### config.mk
export PLATFORM = sky130hd
export DESIGN_NAME = edit_distance_flat
export DESIGN_NICKNAME = d
export VERILOG_FILES = /design/src/design/edist_pkg.sv /design/src/design/edist_if.sv /design/src/design/edist_strings.sv /design/src/design/edist_row.sv /design/src/design/edit_distance.sv /design/src/flat_wrapper.sv
export SDC_FILE = /design/constraint.sdc
export NUM_CORES = 2
export LEC_CHECK = 0
export ABC_AREA = 1
export BUFFER_PORTS_ARGS = -buffer_cell sky130_fd_sc_hd__buf_2
export CAP_MARGIN = 10
export CELL_PAD_IN_SITES_DETAIL_PLACEMENT = 1
export CELL_PAD_IN_SITES_GLOBAL_PLACEMENT = 2
export CORE_ASPECT_RATIO = 1.4
export CORE_UTILIZATION = 43
export DETAILED_ROUTE_END_ITERATION = 8
export GPL_ROUTABILITY_DRIVEN = 0
export PLACE_DENSITY_LB_ADDON = 0.1
export RECOVER_POWER = 100
export SETUP_SLACK_MARGIN = 0.15
export SKIP_LAST_GASP = 1
export SLEW_MARGIN = 15
export SYNTH_ARGS = -nofsm -noshare
export SYNTH_HDL_FRONTEND = slang
export SYNTH_SLANG_ARGS = --single-unit
### constraint.sdc
create_clock -name i_clk -period 10.1 [get_ports i_clk]
set_input_delay 1.515 -clock i_clk [delete_from_list [all_inputs] [get_ports i_clk]]
set_output_delay 1.515 -clock i_clk [all_outputs]
set_load 0.02 [all_outputs]
### src/design/edist_pkg.sv
// Shared types and constants for the edit distance block.
// No dependencies; compiled first.
`default_nettype none

package edist_pkg;

    localparam int unsigned CHAR_W   = 8;
    localparam int unsigned DIST_W   = 7;
    localparam int unsigned DIST_SAT = 127;

    typedef enum logic [1:0] {
        MODE_CHAR_A = 2'd0,
        MODE_CHAR_B = 2'd1,
        MODE_END_A  = 2'd2,
        MODE_END_B  = 2'd3
    } t_mode;

    // Sequencer controls for the cost row unit
    typedef struct packed {
        logic row_start;
        logic cell_en;
        logic rd_en;
        logic first_row;
    } t_cell_ctl;

endpackage

`default_nettype wire

### src/design/edist_if.sv
// Valid/ready channel interfaces for the input beats and result beats.
// No dependencies.
`default_nettype none

interface edist_in_if;
    logic       valid;
    logic       ready;
    logic [1:0] mode;
    logic [7:0] character;

    modport source (output valid, output mode, output character, input ready);
    modport sink   (input valid, input mode, input character, output ready);
endinterface

interface edist_out_if;
    logic       valid;
    logic       ready;
    logic [6:0] distance;
    logic       overflow;

    modport source (output valid, output distance, output overflow, input ready);
    modport sink   (input valid, input distance, input overflow, output ready);
endinterface

`default_nettype wire

### src/design/edist_strings.sv
// Character stores for both strings, one write port and registered reads.
// Depends on edist_pkg.
`default_nettype none

module edist_strings
    import edist_pkg::*;
#(
    parameter int unsigned MAX_LEN = 64,
    parameter int unsigned AW      = 6
) (
    input  wire logic              i_clk,
    input  wire logic              i_we_a,
    input  wire logic              i_we_b,
    input  wire logic [AW-1:0]     i_wr_addr,
    input  wire logic [CHAR_W-1:0] i_wr_data,
    input  wire logic              i_rd_a_en,
    input  wire logic [AW-1:0]     i_rd_a_addr,
    input  wire logic              i_rd_b_en,
    input  wire logic [AW-1:0]     i_rd_b_addr,
    output logic      [CHAR_W-1:0] o_char_a,
    output logic      [CHAR_W-1:0] o_char_b
);

    logic [CHAR_W-1:0] r_mem_a [MAX_LEN];
    logic [CHAR_W-1:0] r_mem_b [MAX_LEN];

    always_ff @(posedge i_clk) begin
        if (i_we_a) begin
            r_mem_a[i_wr_addr] <= i_wr_data;
        end
        if (i_rd_a_en) begin
            o_char_a <= r_mem_a[i_rd_a_addr];
        end
    end

    always_ff @(posedge i_clk) begin
        if (i_we_b) begin
            r_mem_b[i_wr_addr] <= i_wr_data;
        end
        if (i_rd_b_en) begin
            o_char_b <= r_mem_b[i_rd_b_addr];
        end
    end

endmodule

`default_nettype wire

### src/design/edist_row.sv
// Cost row memory and the single cell unit that updates it one column per enabled cycle.
// Depends on edist_pkg.
`default_nettype none

module edist_row
    import edist_pkg::*;
#(
    parameter int unsigned MAX_LEN = 64,
    parameter int unsigned AW      = 6,
    parameter int unsigned LW      = 7
) (
    input  wire logic              i_clk,
    input  wire logic              i_rst_n,
    input  wire t_cell_ctl         i_ctl,
    input  wire logic [LW-1:0]     i_row_idx,
    input  wire logic [LW-1:0]     i_col,
    input  wire logic [AW-1:0]     i_rd_col,
    input  wire logic [CHAR_W-1:0] i_char_a,
    input  wire logic [CHAR_W-1:0] i_char_b,
    output logic      [LW-1:0]     o_cell
);

    // Column j of the table lives at address j-1; column 0 is implied by the row index.
    logic [LW-1:0] r_mem [MAX_LEN];
    logic [LW-1:0] r_q;
    logic [LW-1:0] r_diag;
    logic [LW-1:0] r_left;
    logic [LW-1:0] w_up;
    logic [LW-1:0] w_min_du;
    logic [LW-1:0] w_min3;

    always_comb begin
        w_up     = i_ctl.first_row ? LW'(i_col + 1'b1) : r_q;
        w_min_du = (r_diag < w_up) ? r_diag : w_up;
        w_min3   = (w_min_du < r_left) ? w_min_du : r_left;
        o_cell   = (i_char_a == i_char_b) ? r_diag : LW'(w_min3 + 1'b1);
    end

    always_ff @(posedge i_clk) begin
        if (i_ctl.cell_en) begin
            r_mem[i_col[AW-1:0]] <= o_cell;
        end
        if (i_ctl.rd_en) begin
            r_q <= r_mem[i_rd_col];
        end
    end

    // Seed diagonal and left from column 0, then slide them along the row
    always_ff @(posedge i_clk) begin
        if (i_ctl.row_start) begin
            r_diag <= i_row_idx;
            r_left <= LW'(i_row_idx + 1'b1);
        end else if (i_ctl.cell_en) begin
            r_diag <= w_up;
            r_left <= o_cell;
        end
    end

    logic [31:0] e_diag;
    logic [31:0] e_left;
    logic [31:0] e_up;
    logic [31:0] e_cell;

    assign e_diag = 32'(r_diag);
    assign e_left = 32'(r_left);
    assign e_up   = 32'(w_up);
    assign e_cell = 32'(o_cell);

    a_no_rw_collision: assert property (@(posedge i_clk) disable iff (!i_rst_n)
        !(i_ctl.rd_en && i_ctl.cell_en && (i_rd_col == i_col[AW-1:0])))
        else $error("row read and write hit the same entry");

    a_diag_left_adjacent: assert property (@(posedge i_clk) disable iff (!i_rst_n)
        i_ctl.cell_en |-> (e_left <= e_diag + 1) && (e_diag <= e_left + 1))
        else $error("vertically adjacent costs differ by more than one");

    a_cell_up_adjacent: assert property (@(posedge i_clk) disable iff (!i_rst_n)
        i_ctl.cell_en |-> (e_cell <= e_up + 1) && (e_up <= e_cell + 1))
        else $error("new cost differs from the one above by more than one");

endmodule

`default_nettype wire

### src/design/edit_distance.sv
// Edit distance block: loads two byte strings beat by beat, then computes the
// Levenshtein distance (unit costs) with a sequencer over a cost row memory.
// Depends on edist_pkg, edist_if, edist_strings and edist_row.
//
// Character beats (mode 0 or 1) and end-of-first-string beats are taken while the
// block is idle; characters beyond MAX_LEN are dropped and flag overflow on the
// next result. An end-of-second-string beat with both lengths nonzero starts the
// table fill: the single cell unit reads and rewrites one cost row entry per cycle,
// and each row opens with a step that fetches its character of the first string;
// the last cost is then registered as the result. If either string is empty the
// fill is skipped and the other length goes straight to the emit step. Input is
// held off during the fill and until the result moves into the output register;
// the result then sits there, so loading of the next pair continues while it waits.
// Distances above 127 saturate. The stores need no clearing after reset.
`default_nettype none

module edit_distance
    import edist_pkg::*;
#(
    parameter int unsigned MAX_LEN = 64
) (
    input  wire logic   i_clk,
    input  wire logic   i_rst_n,
    edist_in_if.sink    i_in,
    edist_out_if.source o_out
);

    localparam int unsigned AW = (MAX_LEN > 1) ? $clog2(MAX_LEN) : 1;
    localparam int unsigned LW = $clog2(MAX_LEN + 1);

    typedef enum logic [1:0] {
        S_IDLE,
        S_ROW,
        S_CELL,
        S_EMIT
    } t_state;

    t_state        r_state;
    logic [LW-1:0] r_len_a;
    logic [LW-1:0] r_len_b;
    logic          r_ovf_seen;
    logic [LW-1:0] r_i;
    logic [LW-1:0] r_j;
    logic [LW-1:0] r_result;
    logic          r_out_valid;
    logic [DIST_W-1:0] r_dist;
    logic          r_ovf;

    logic          w_accept;
    t_mode         w_mode;
    logic          w_room_a;
    logic          w_room_b;
    logic          w_last_col;
    logic          w_last_row;
    logic          w_emit;
    logic [31:0]   w_res_ext;
    logic [DIST_W-1:0] w_dist_sat;
    logic [AW-1:0] w_rd_col;
    t_cell_ctl     w_ctl;
    logic [CHAR_W-1:0] w_char_a;
    logic [CHAR_W-1:0] w_char_b;
    logic [LW-1:0] w_cell;

    assign i_in.ready     = (r_state == S_IDLE);
    assign w_accept       = i_in.valid && i_in.ready;
    assign w_mode         = t_mode'(i_in.mode);
    assign w_room_a       = (r_len_a < LW'(MAX_LEN));
    assign w_room_b       = (r_len_b < LW'(MAX_LEN));
    assign w_last_col     = (r_j == LW'(r_len_b - 1'b1));
    assign w_last_row     = (r_i == LW'(r_len_a - 1'b1));
    assign w_emit         = (r_state == S_EMIT) && (!r_out_valid || o_out.ready);
    assign w_res_ext      = 32'(r_result);
    assign w_dist_sat     = (w_res_ext > 32'(DIST_SAT)) ? DIST_W'(DIST_SAT)
                                                        : w_res_ext[DIST_W-1:0];

    assign o_out.valid    = r_out_valid;
    assign o_out.distance = r_dist;
    assign o_out.overflow = r_ovf;

    // Next column to fetch: column 1 at row start, else the one after the current
    assign w_rd_col = (r_state == S_ROW) ? '0 : AW'(r_j + 1'b1);

    always_comb begin
        w_ctl.row_start = (r_state == S_ROW);
        w_ctl.cell_en   = (r_state == S_CELL);
        w_ctl.rd_en     = (r_state == S_ROW) || ((r_state == S_CELL) && !w_last_col);
        w_ctl.first_row = (r_i == '0);
    end

    edist_strings #(
        .MAX_LEN (MAX_LEN),
        .AW      (AW)
    ) u_strings (
        .i_clk       (i_clk),
        .i_we_a      (w_accept && (w_mode == MODE_CHAR_A) && w_room_a),
        .i_we_b      (w_accept && (w_mode == MODE_CHAR_B) && w_room_b),
        .i_wr_addr   ((w_mode == MODE_CHAR_A) ? r_len_a[AW-1:0] : r_len_b[AW-1:0]),
        .i_wr_data   (i_in.character),
        .i_rd_a_en   (w_ctl.row_start),
        .i_rd_a_addr (r_i[AW-1:0]),
        .i_rd_b_en   (w_ctl.rd_en),
        .i_rd_b_addr (w_rd_col),
        .o_char_a    (w_char_a),
        .o_char_b    (w_char_b)
    );

    edist_row #(
        .MAX_LEN (MAX_LEN),
        .AW      (AW),
        .LW      (LW)
    ) u_row (
        .i_clk     (i_clk),
        .i_rst_n   (i_rst_n),
        .i_ctl     (w_ctl),
        .i_row_idx (r_i),
        .i_col     (r_j),
        .i_rd_col  (w_rd_col),
        .i_char_a  (w_char_a),
        .i_char_b  (w_char_b),
        .o_cell    (w_cell)
    );

    always_ff @(posedge i_clk) begin
        if (!i_rst_n) begin
            r_state     <= S_IDLE;
            r_len_a     <= '0;
            r_len_b     <= '0;
            r_ovf_seen  <= 1'b0;
            r_out_valid <= 1'b0;
        end else begin
            if (o_out.ready && !w_emit) begin
                r_out_valid <= 1'b0;
            end
            case (r_state)
                S_IDLE: begin
                    if (w_accept) begin
                        case (w_mode)
                            MODE_CHAR_A: begin
                                if (w_room_a) begin
                                    r_len_a <= LW'(r_len_a + 1'b1);
                                end else begin
                                    r_ovf_seen <= 1'b1;
                                end
                            end
                            MODE_CHAR_B: begin
                                if (w_room_b) begin
                                    r_len_b <= LW'(r_len_b + 1'b1);
                                end else begin
                                    r_ovf_seen <= 1'b1;
                                end
                            end
                            MODE_END_B: begin
                                r_i <= '0;
                                if ((r_len_a == '0) || (r_len_b == '0)) begin
                                    // one side empty: distance is the other length
                                    r_result <= LW'(r_len_a + r_len_b);
                                    r_state  <= S_EMIT;
                                end else begin
                                    r_state <= S_ROW;
                                end
                            end
                            default: begin
                            end
                        endcase
                    end
                end
                S_ROW: begin
                    r_j     <= '0;
                    r_state <= S_CELL;
                end
                S_CELL: begin
                    if (w_last_col) begin
                        if (w_last_row) begin
                            r_result <= w_cell;
                            r_state  <= S_EMIT;
                        end else begin
                            r_i     <= LW'(r_i + 1'b1);
                            r_state <= S_ROW;
                        end
                    end else begin
                        r_j <= LW'(r_j + 1'b1);
                    end
                end
                S_EMIT: begin
                    // hold until the output register is free
                    if (w_emit) begin
                        r_out_valid <= 1'b1;
                        r_dist      <= w_dist_sat;
                        r_ovf       <= r_ovf_seen;
                        r_len_a     <= '0;
                        r_len_b     <= '0;
                        r_ovf_seen  <= 1'b0;
                        r_state     <= S_IDLE;
                    end
                end
                default: begin
                    r_state <= S_IDLE;
                end
            endcase
        end
    end

    a_len_bound: assert property (@(posedge i_clk) disable iff (!i_rst_n)
        (r_len_a <= LW'(MAX_LEN)) && (r_len_b <= LW'(MAX_LEN)))
        else $error("string length beyond store depth");

    a_cell_in_table: assert property (@(posedge i_clk) disable iff (!i_rst_n)
        (r_state == S_CELL) |-> (r_i < r_len_a) && (r_j < r_len_b))
        else $error("cell index outside the stored strings");

    a_result_from_emit: assert property (@(posedge i_clk) disable iff (!i_rst_n)
        $rose(r_out_valid) |-> ($past(r_state) == S_EMIT))
        else $error("result beat raised outside the emit step");

endmodule

`default_nettype wire

### src/flat_wrapper.sv
// flat-port wrapper written by rule: the top's interface ports become plain ports
module edit_distance_flat import edist_pkg::*;
#(
    parameter int unsigned MAX_LEN = 64
)
  (i_clk, i_rst_n, i_in_valid, i_in_mode, i_in_character, i_in_ready, o_out_valid, o_out_distance, o_out_overflow, o_out_ready);
  edist_in_if i_in_i ();
  edist_out_if o_out_i ();
  input  wire logic i_clk;
  input  wire logic i_rst_n;
  input wire logic [$bits(i_in_i.valid)-1:0] i_in_valid;
  input wire logic [$bits(i_in_i.mode)-1:0] i_in_mode;
  input wire logic [$bits(i_in_i.character)-1:0] i_in_character;
  output wire logic [$bits(i_in_i.ready)-1:0] i_in_ready;
  output wire logic [$bits(o_out_i.valid)-1:0] o_out_valid;
  output wire logic [$bits(o_out_i.distance)-1:0] o_out_distance;
  output wire logic [$bits(o_out_i.overflow)-1:0] o_out_overflow;
  input wire logic [$bits(o_out_i.ready)-1:0] o_out_ready;
  assign i_in_i.valid = i_in_valid;
  assign i_in_i.mode = i_in_mode;
  assign i_in_i.character = i_in_character;
  assign i_in_ready = i_in_i.ready;
  assign o_out_valid = o_out_i.valid;
  assign o_out_distance = o_out_i.distance;
  assign o_out_overflow = o_out_i.overflow;
  assign o_out_i.ready = o_out_ready;
  edit_distance #(.MAX_LEN(MAX_LEN)) u_core (.i_clk(i_clk), .i_rst_n(i_rst_n), .i_in(i_in_i), .o_out(o_out_i));
endmodule
==> qor.txt <==
Status = finished with violations
Failing checks = capacitance limit, slew limit
TritonCTS clock tree = built
Drt first pass iters = 5
Final Cell Area = 70000 um^2
CP Data Arrival Time = 8910 ps
Tot GR Track Use = 0.269
Critical path type = reg2reg
Initial antenna violation count = 3
Unrepaired setup endpoints after global routing = no
Fmax = 0.119 GHz
Avg WL per Cell = 29.3 um
Final Total Pwr = 23200 uW
Area grow syn2layout = 10.6%
Leak = 0.0218 uW
First-pass GRT wire length = 293000 um
Share of layout cells above drive strength 1 = 0.0637
DIE AREA = 149000 um^2
Min-delay worst type = reg2reg
Crit path required time = 10620 ps
DRC viols = 0
Min cycle time layout = 8390 ps
GRT overflow = 0
Initial DRC Count = 3138
DP HPWL = 123000 um
Slew @ Worst Pin = 4150 ps
Pwr dens = 332 nW/um^2
Vias = 40800
# placed instances = 6616
Setup bufs post-CTS = 0
Row Count = 166
Setup Skew = 37.1 ps
Syn nets = 4950
Slew HR = -1.77
DIE HEIGHT = 456 um
Initial Utilization = 0.433
Max-Cap Viols = 22
CP max FO = 64
Avg Inst Size Synth = 12.9 um^2
Sequential share of the synthesized area = 0.735
Final Hold Viols = 0
#FFs+latches synth = 1556
Synth async-reset ratio = 0
Later-pin clock latency in the skew report = 820 ps
CTS clk-pin slew, worst paths = 60 ps
Layout net count = 4882
Fin Setup TNS = 0 ps
Mapped Cells = 4908
Core ar. = 146000 um^2
Finished Layout Cells = 6894
Worst setup SP type = register
Post-synthesis instance area = 63300 um^2
IO Pins = 24
# H-tree levels = 4
CTS Sinks = 1556
Largest net degree at the start of global routing = 157
Endpoints failing setup = 0
Tcrit/Tclk final = 0.830
Die X = 326 um
Yosys cell types = 53
TritonCTS Buffers = 154
Cell chosen for the clock root = clkbuf_16
Vias per cell = 5.92
Post-synth EDFFs = 1538
Max VDD drop = 0.000645 V
Vias in the first global route = 42000
Yosys warns = 0
Final ANT Viol Nets = 0
Max Transition Viols Final = 1366
Critical Path End Type = register
Most used DFF post-synth = edfxtp_1
Hold Buf Count CTS = 0
Bufs on Longest Clock Path = 3
Worst setup margin = 1710 ps
Post-cts resize count = 0
DRT Wirelength = 202000 um
Cell area after placement = 65400 um^2
Setup WS pre-CTS = 3280 ps
IO Port Bufs = 23
cell usage after synthesis (55+ instances only):
cell type  instances  area, um^2
edfxtp_1        1538       46200
nor2_1          1045        3920
o21ai_0          565        2830
clkbuf_1         310        1160
nand2_1          290        1090
o221ai_1         217        1900
nand3_1          171         856
o22ai_1          115         719
inv_1             98         368
nor3_1            93         465
o211ai_1          90         676
o311ai_0          63         552
a21oi_1           55         275
cells by family (layout without fill, tap and decap cells):
group	count (synthesis)	count (layout)	synth area share
AO/OA/AOI/OAI	1184	1184	0.120
other	0	2	0
XOR/XNOR	41	41	0.00579
adder cells (fa/ha/maj)	28	28	0.00565
flip-flops	1556	1556	0.735
AND/OR/NAND/NOR	1653	1653	0.107
buffers and inverters	446	498	0.0271
placed cells by master, fill, tap and decap left out, types with 5 or more instances in the layout:
cell and count:
buf_12 6, clkinv_2 27, o211ai_1 90, ha_1 27, inv_6 6, or2_2 10, o21ai_0 569, nor2_1 1041
a311o_1 5, o32ai_1 16, edfxtp_1 1538, nand2_2 13, nand3_1 173, clkbuf_1 91, a31oi_1 9, o311ai_0 62
bufinv_16 7, clkinv_1 47, inv_1 93, a22oi_1 7, xor2_1 27, a311oi_1 14, o22ai_1 114, o221ai_1 217
xnor2_1 13, nand2_1 290, nor3_1 93, buf_4 43, nand4_1 5, clkbuf_16 164, dfxtp_1 18, a21oi_1 55
nand2_4 5, nor2_4 7
sequential cells by signal, summed over array words and instances (netlist names), 2 cells and up:
name                       flops
u_core.u_strings.o_char_b      8
u_core.r_len_b                 7
u_core.u_strings.o_char_a      8
u_core.r_i                     7
u_core.u_strings.r_mem_a     512
u_core.u_row.r_q               7
u_core.u_row.r_mem           448
u_core.u_strings.r_mem_b     512
u_core.r_result                7
u_core.r_len_a                 7
u_core.r_state                 2
u_core.u_row.r_diag            7
u_core.o_out.distance          7
u_core.r_j                     7
u_core.u_row.r_left            7
report_power, final:
group          switching (uW)  internal, uW  total (uW)
sequential                120          9410        9530
clock                    2480          3130        5610
combinational            6370          1710        8070
total                    8960         14200       23200
path summary, 6_finish.rpt:
path | to | cells after the start | from | slack [ps]
setup / recovery | u_core.u_row.r_q[6] | 11 | u_core.r_j[0] | 1710
hold reg to reg | u_core.o_out.overflow | 0 | u_core.r_ovf_seen | 430
hold / removal | u_core.o_out.overflow | 0 | u_core.r_ovf_seen | 430
setup reg to reg | u_core.u_row.r_q[6] | 11 | u_core.r_j[0] | 1710
stage by stage:
| step | hold slack (ps) | utilization |
|---|---|---|
| CTS | 432 | 0.480 |
| global placement | 416 | 0.448 |
| finish | 427 | 0.479 |
| detailed placement | 411 | 0.448 |
| global route | 442 | 0.479 |
| floorplan | 403 | - |
metal layers:
layer  routed length (um)  up-vias  track usage
li1                     -    18300            -
met1                81800    21300        0.335
met2               105000      939        0.481
met3                 7010      305       0.0274
met4                 7570        0        0.101
met5                    0        -            0
critical path, cell delays in order, from the launching register on:
cell and delay [ps]:
edfxtp_1 610, ha_1 380, clkbuf_1 1350, inv_1 510, nor2_4 470, buf_4 620
clkbuf_1 2370, o311ai_0 780, o211ai_1 420, nand3_1 160, o211ai_1 140, nand2_1 140
layout make-up:
class	instances	area (um^2)
clock buffers	196	4220
clock inverters	80	577
well taps	1932	2420
repair buffers	113	689
flip-flops and latches	1556	46500
multi-input cells	2906	15100
fillers	14800	76200
diodes	2	5.00
inverters	109	434
Power figures use the tool's default switching activity.
